$ cat src/hdl/rhsd_divider.sv
// Restoring divider, one quotient bit per cycle.
// Uses no package items.
module rhsd_divider #(
  parameter int W = 16
) (
  input  logic         clk,
  input  logic         rst_n,
  input  logic         start,
  input  logic [W-1:0] dividend,
  input  logic [W-1:0] divisor,
  output logic         busy,
  output logic [W-1:0] quotient
);
  localparam int CW = $clog2(W + 1);

  logic [W-1:0]  rem_r, rem_nxt, quo_r, quo_nxt, den_r;
  logic [CW-1:0] cnt_r, cnt_nxt;
  logic [W:0]    trial;

  always_comb begin
    trial   = {rem_r, quo_r[W-1]};
    rem_nxt = rem_r;
    quo_nxt = quo_r;
    cnt_nxt = cnt_r;
    if (start) begin
      rem_nxt = '0;
      quo_nxt = dividend;
      cnt_nxt = CW'(W);
    end else if (cnt_r != '0) begin
      cnt_nxt = cnt_r - 1'b1;
      if (trial >= {1'b0, den_r}) begin
        rem_nxt = W'(trial - {1'b0, den_r});
        quo_nxt = {quo_r[W-2:0], 1'b1};
      end else begin
        rem_nxt = trial[W-1:0];
        quo_nxt = {quo_r[W-2:0], 1'b0};
      end
    end
  end

  always_ff @(posedge clk) begin
    if (!rst_n) cnt_r <= '0;
    else cnt_r <= cnt_nxt;
    rem_r <= rem_nxt;
    quo_r <= quo_nxt;
    if (start) den_r <= divisor;
  end

  assign busy     = (cnt_r != '0);
  assign quotient = quo_r;
endmodule

$ cat config.mk
export PLATFORM = sky130hd
export DESIGN_NAME = rhsd_divider
export DESIGN_NICKNAME = d
export VERILOG_FILES = /design/src/hdl/rhsd_divider.sv
export SDC_FILE = /design/constraint.sdc
export NUM_CORES = 1
export LEC_CHECK = 0
export BUFFER_PORTS_ARGS = -buffer_cell sky130_fd_sc_hd__buf_2
export CORE_AREA = 2 2 78 80
export DETAILED_ROUTE_END_ITERATION = 7
export DIE_AREA = 0 0 80 82
export GPL_TIMING_DRIVEN = 0
export PLACE_DENSITY = 0.78
export SLEW_MARGIN = 10
export SYNTH_ARGS = -nofsm -noshare
export SYNTH_HDL_FRONTEND = slang
export SYNTH_SLANG_ARGS = --single-unit
export TNS_END_PERCENT = 10
$ cat constraint.sdc
create_clock -name clk -period 3.35 [get_ports clk]
set_input_delay 0.1675 -clock clk [delete_from_list [all_inputs] [get_ports clk]]
set_output_delay 0.1675 -clock clk [all_outputs]
set_load 0.02 [all_outputs]
==> impl_metrics.py <==
metrics = {
    "finish": {
        "area_delta_synth_final_pct": 14.40,
        "drive_gt1_frac": 0.2934,
        "num_antenna_cells": 0,
        "final_common_cell": "buf_2",
        "layout_common_cells": "buf_2 (52), edfxtp_1 (32), nor2_1 (30)",
        "post-route-util": 0.6141,
        "nets": 404,
    },
    "logic_synthesis": {
        "avgSynthCellArea_sq_um": 10.56,
        "ys.flop_type": "edfxtp_1",
        "seq_area_frac_synth": 0.4479,
        "syn_area_sq_mm": 0.003084,
        "yosys_warnings": 0,
        "synth_edf_count": 32,
        "synth.net_count": 346,
        "yosysUniqueCellTypes": 56,
        "ys_ff_latch": 53,
        "syn_inst": 292,
        "async_flop_share": 0,
    },
    "die": {
        "fp.coreArea_sq_mm": 0.005746,
        "ios": 52,
        "die_w_um": 80,
        "initial_core_util": 0.5368,
        "die_h_um": 82,
        "dieArea_sq_mm": 0.006560,
        "fp-row-count": 28,
    },
    "outcome": {
        "status": "finished, final reports clean",
    },
    "drt": {
        "viasPerCell": 5.444,
        "drc": 0,
        "wl_mm": 6.303,
        "dr.pass1.iters": 4,
        "initialDrtViolationCount": 111,
        "ant_nets": 0,
        "vias": 2319,
        "post_drt_wl_per_cell_um": 14.80,
    },
    "sta": {
        "fmax_mhz": 382.2,
        "max-slew-margin-rel": 0.5067,
        "setup_viol": 0,
        "post-route-period-util": 0.7809,
        "setup-tns-final_ns": 0,
        "slew_violations": 0,
        "period_minus_slack_ns": 2.616,
        "grt_setup_unrepaired": "no",
        "worstMarginPinSlew_ns": 0.7400,
        "clock_skew_ns": 0.008510,
        "hold_viol": 0,
    },
    "pwr": {
        "power_leakage_nw": 1.531,
        "power.density_mw_per_mm2": 826.3,
        "ir_drop_mv": 0.3976,
    },
    "cts": {
        "ctsHtreeMaxLevel": 2,
        "clk_pin_slew_ns": 0.10,
        "cts_tree": "done",
        "clkSinkCount": 53,
        "hold_buffers": 0,
        "cts_setup_buffers": 0,
        "clock_latency_ns": 0.31,
        "cts_buffers": 5,
        "clockBufferDepth": 2,
        "cts_resized": 0,
        "cts_root_buf": "clkbuf_8",
    },
    "placed_design": {
        "portBuffers": 51,
        "gp_congestion": 0.8728,
        "dp_hpwl_mm": 4.664,
    },
    "critical_path": {
        "path_max_fanout": 10,
        "startpoint_type": "flip-flop",
        "crit_arrival_ns": 2.69,
        "critPathKind": "reg -> reg",
        "critPathRequiredTime_ns": 3.42,
        "cp-end-kind": "flip-flop",
    },
    "global_routing": {
        "grt_max_degree": 19,
        "antenna_found_initial": 0,
        "gr-usage-all-layers": 0.1984,
        "grt_pass1_wl_mm": 10.05,
        "grt_pass1_vias": 2263,
        "grt_overflow_total": 0,
    },
    "run": {
        "cap_violations": 0,
    },
    "min_path": {
        "min_path_type": "in -> reg",
    },
}
[synth_stat cells, drive strengths merged (2+ instances only)]
library cell   n  share of area
a211oi         6          0.015
buf            6          0.019
ha            18          0.073
nand2b         4         0.0081
a21oi         12          0.019
and2           3         0.0077
o31a           2         0.0057
nor3b          3         0.0073
o31ai          4          0.011
mux2i          2         0.0065
or3            3         0.0061
clkbuf         7          0.018
o21ai          8          0.014
o21a           4         0.0097
nor2          30          0.037
and3           4          0.012
xnor2          8          0.023
edfxtp        32           0.31
a31oi          4         0.0081
nand2         29          0.036
a311oi        11          0.033
dfxtp         21           0.14
xor2           4          0.011
inv           22          0.027
nor3           6          0.013
mux2          16          0.058
or2            2         0.0041
a21o           4          0.010
a21boi         2         0.0049
nor2b          2         0.0041
[power breakdown]
| part | internal, mW | leakage [nW] | switching [mW] |
|---|---|---|---|
| clock network | 0.153 | 0.0487 | 0.228 |
| registers | 0.879 | 0.495 | 0.115 |
| logic | 0.658 | 0.988 | 0.881 |
[routing by layer]
metal	up-vias	routed length (um)	track usage	part of all wire
met5	-	0	0	0
met4	0	86	0.06780	0.014
met3	9	194	0.03626	0.031
met2	45	3003	0.3325	0.48
met1	1099	3019	0.2598	0.48
li1	1166	-	-	-
[stage by stage]
stage	cells	area [sq um]	hold WS, ns	setup slack [ns]	total power [mW]
floorplan	292	3084	0.2664	0.9597	2.185
global placement	418	3433	0.3435	0.8280	2.490
detailed placement	418	3433	0.3456	0.7779	2.536
CTS	426	3528	0.01205	0.7668	2.920
global route	426	3528	0.008041	0.6167	3.123
finish	426	3528	0.02319	0.7339	2.916
[critical path, stage by stage (launching register included)]
cell	delay [ns]
edfxtp_1	0.42
inv_1	0.08
ha_1	0.24
nand2b_1	0.12
a21oi_1	0.13
o31ai_2	0.33
nand2_2	0.19
a41o_2	0.37
buf_2	0.21
mux2_2	0.29
[final timing paths]
| path | to | cells past startpoint | slack [ns] | startpoint |
|---|---|---|---|---|
| max | quotient[0] | 9 | 0.73 | den_r[1] |
| max reg2reg | quotient[0] | 9 | 0.73 | den_r[1] |
| min reg2reg | rem_r[5] | 2 | 0.50 | rem_r[4] |
| min | den_r[11] | 1 | 0.02 | divisor[11] |
[sequential cells by signal, indices dropped and copies added, names as in the netlist]
register,flops
quotient,16
cnt_r,5
den_r,16
rem_r,16
[area by class of cell]
| class | count | area (sq um) |
|---|---|---|
| Buffer | 13 | 113.9 |
| Clock buffer | 5 | 68.82 |
| Clock inverter | 3 | 26.28 |
| Fill cell | 502 | 2217 |
| Inverter | 22 | 82.58 |
| Multi-Input combinational cell | 204 | 1506 |
| Sequential cell | 53 | 1381 |
| Tap cell | 75 | 93.84 |
| Timing Repair Buffer | 51 | 255.2 |
[cells by family after synthesis]
group / synth area share
and+or+nand+nor: 0.1465
muxes: 0.06491
DFF: 0.4479
xor gates and xnor gates: 0.03408
AOI/OAI and AO/OA: 0.1635
adders and majority gates: 0.07951
buffers and inverters: 0.06369
Note: power is estimated with default switching activity, not from simulation.
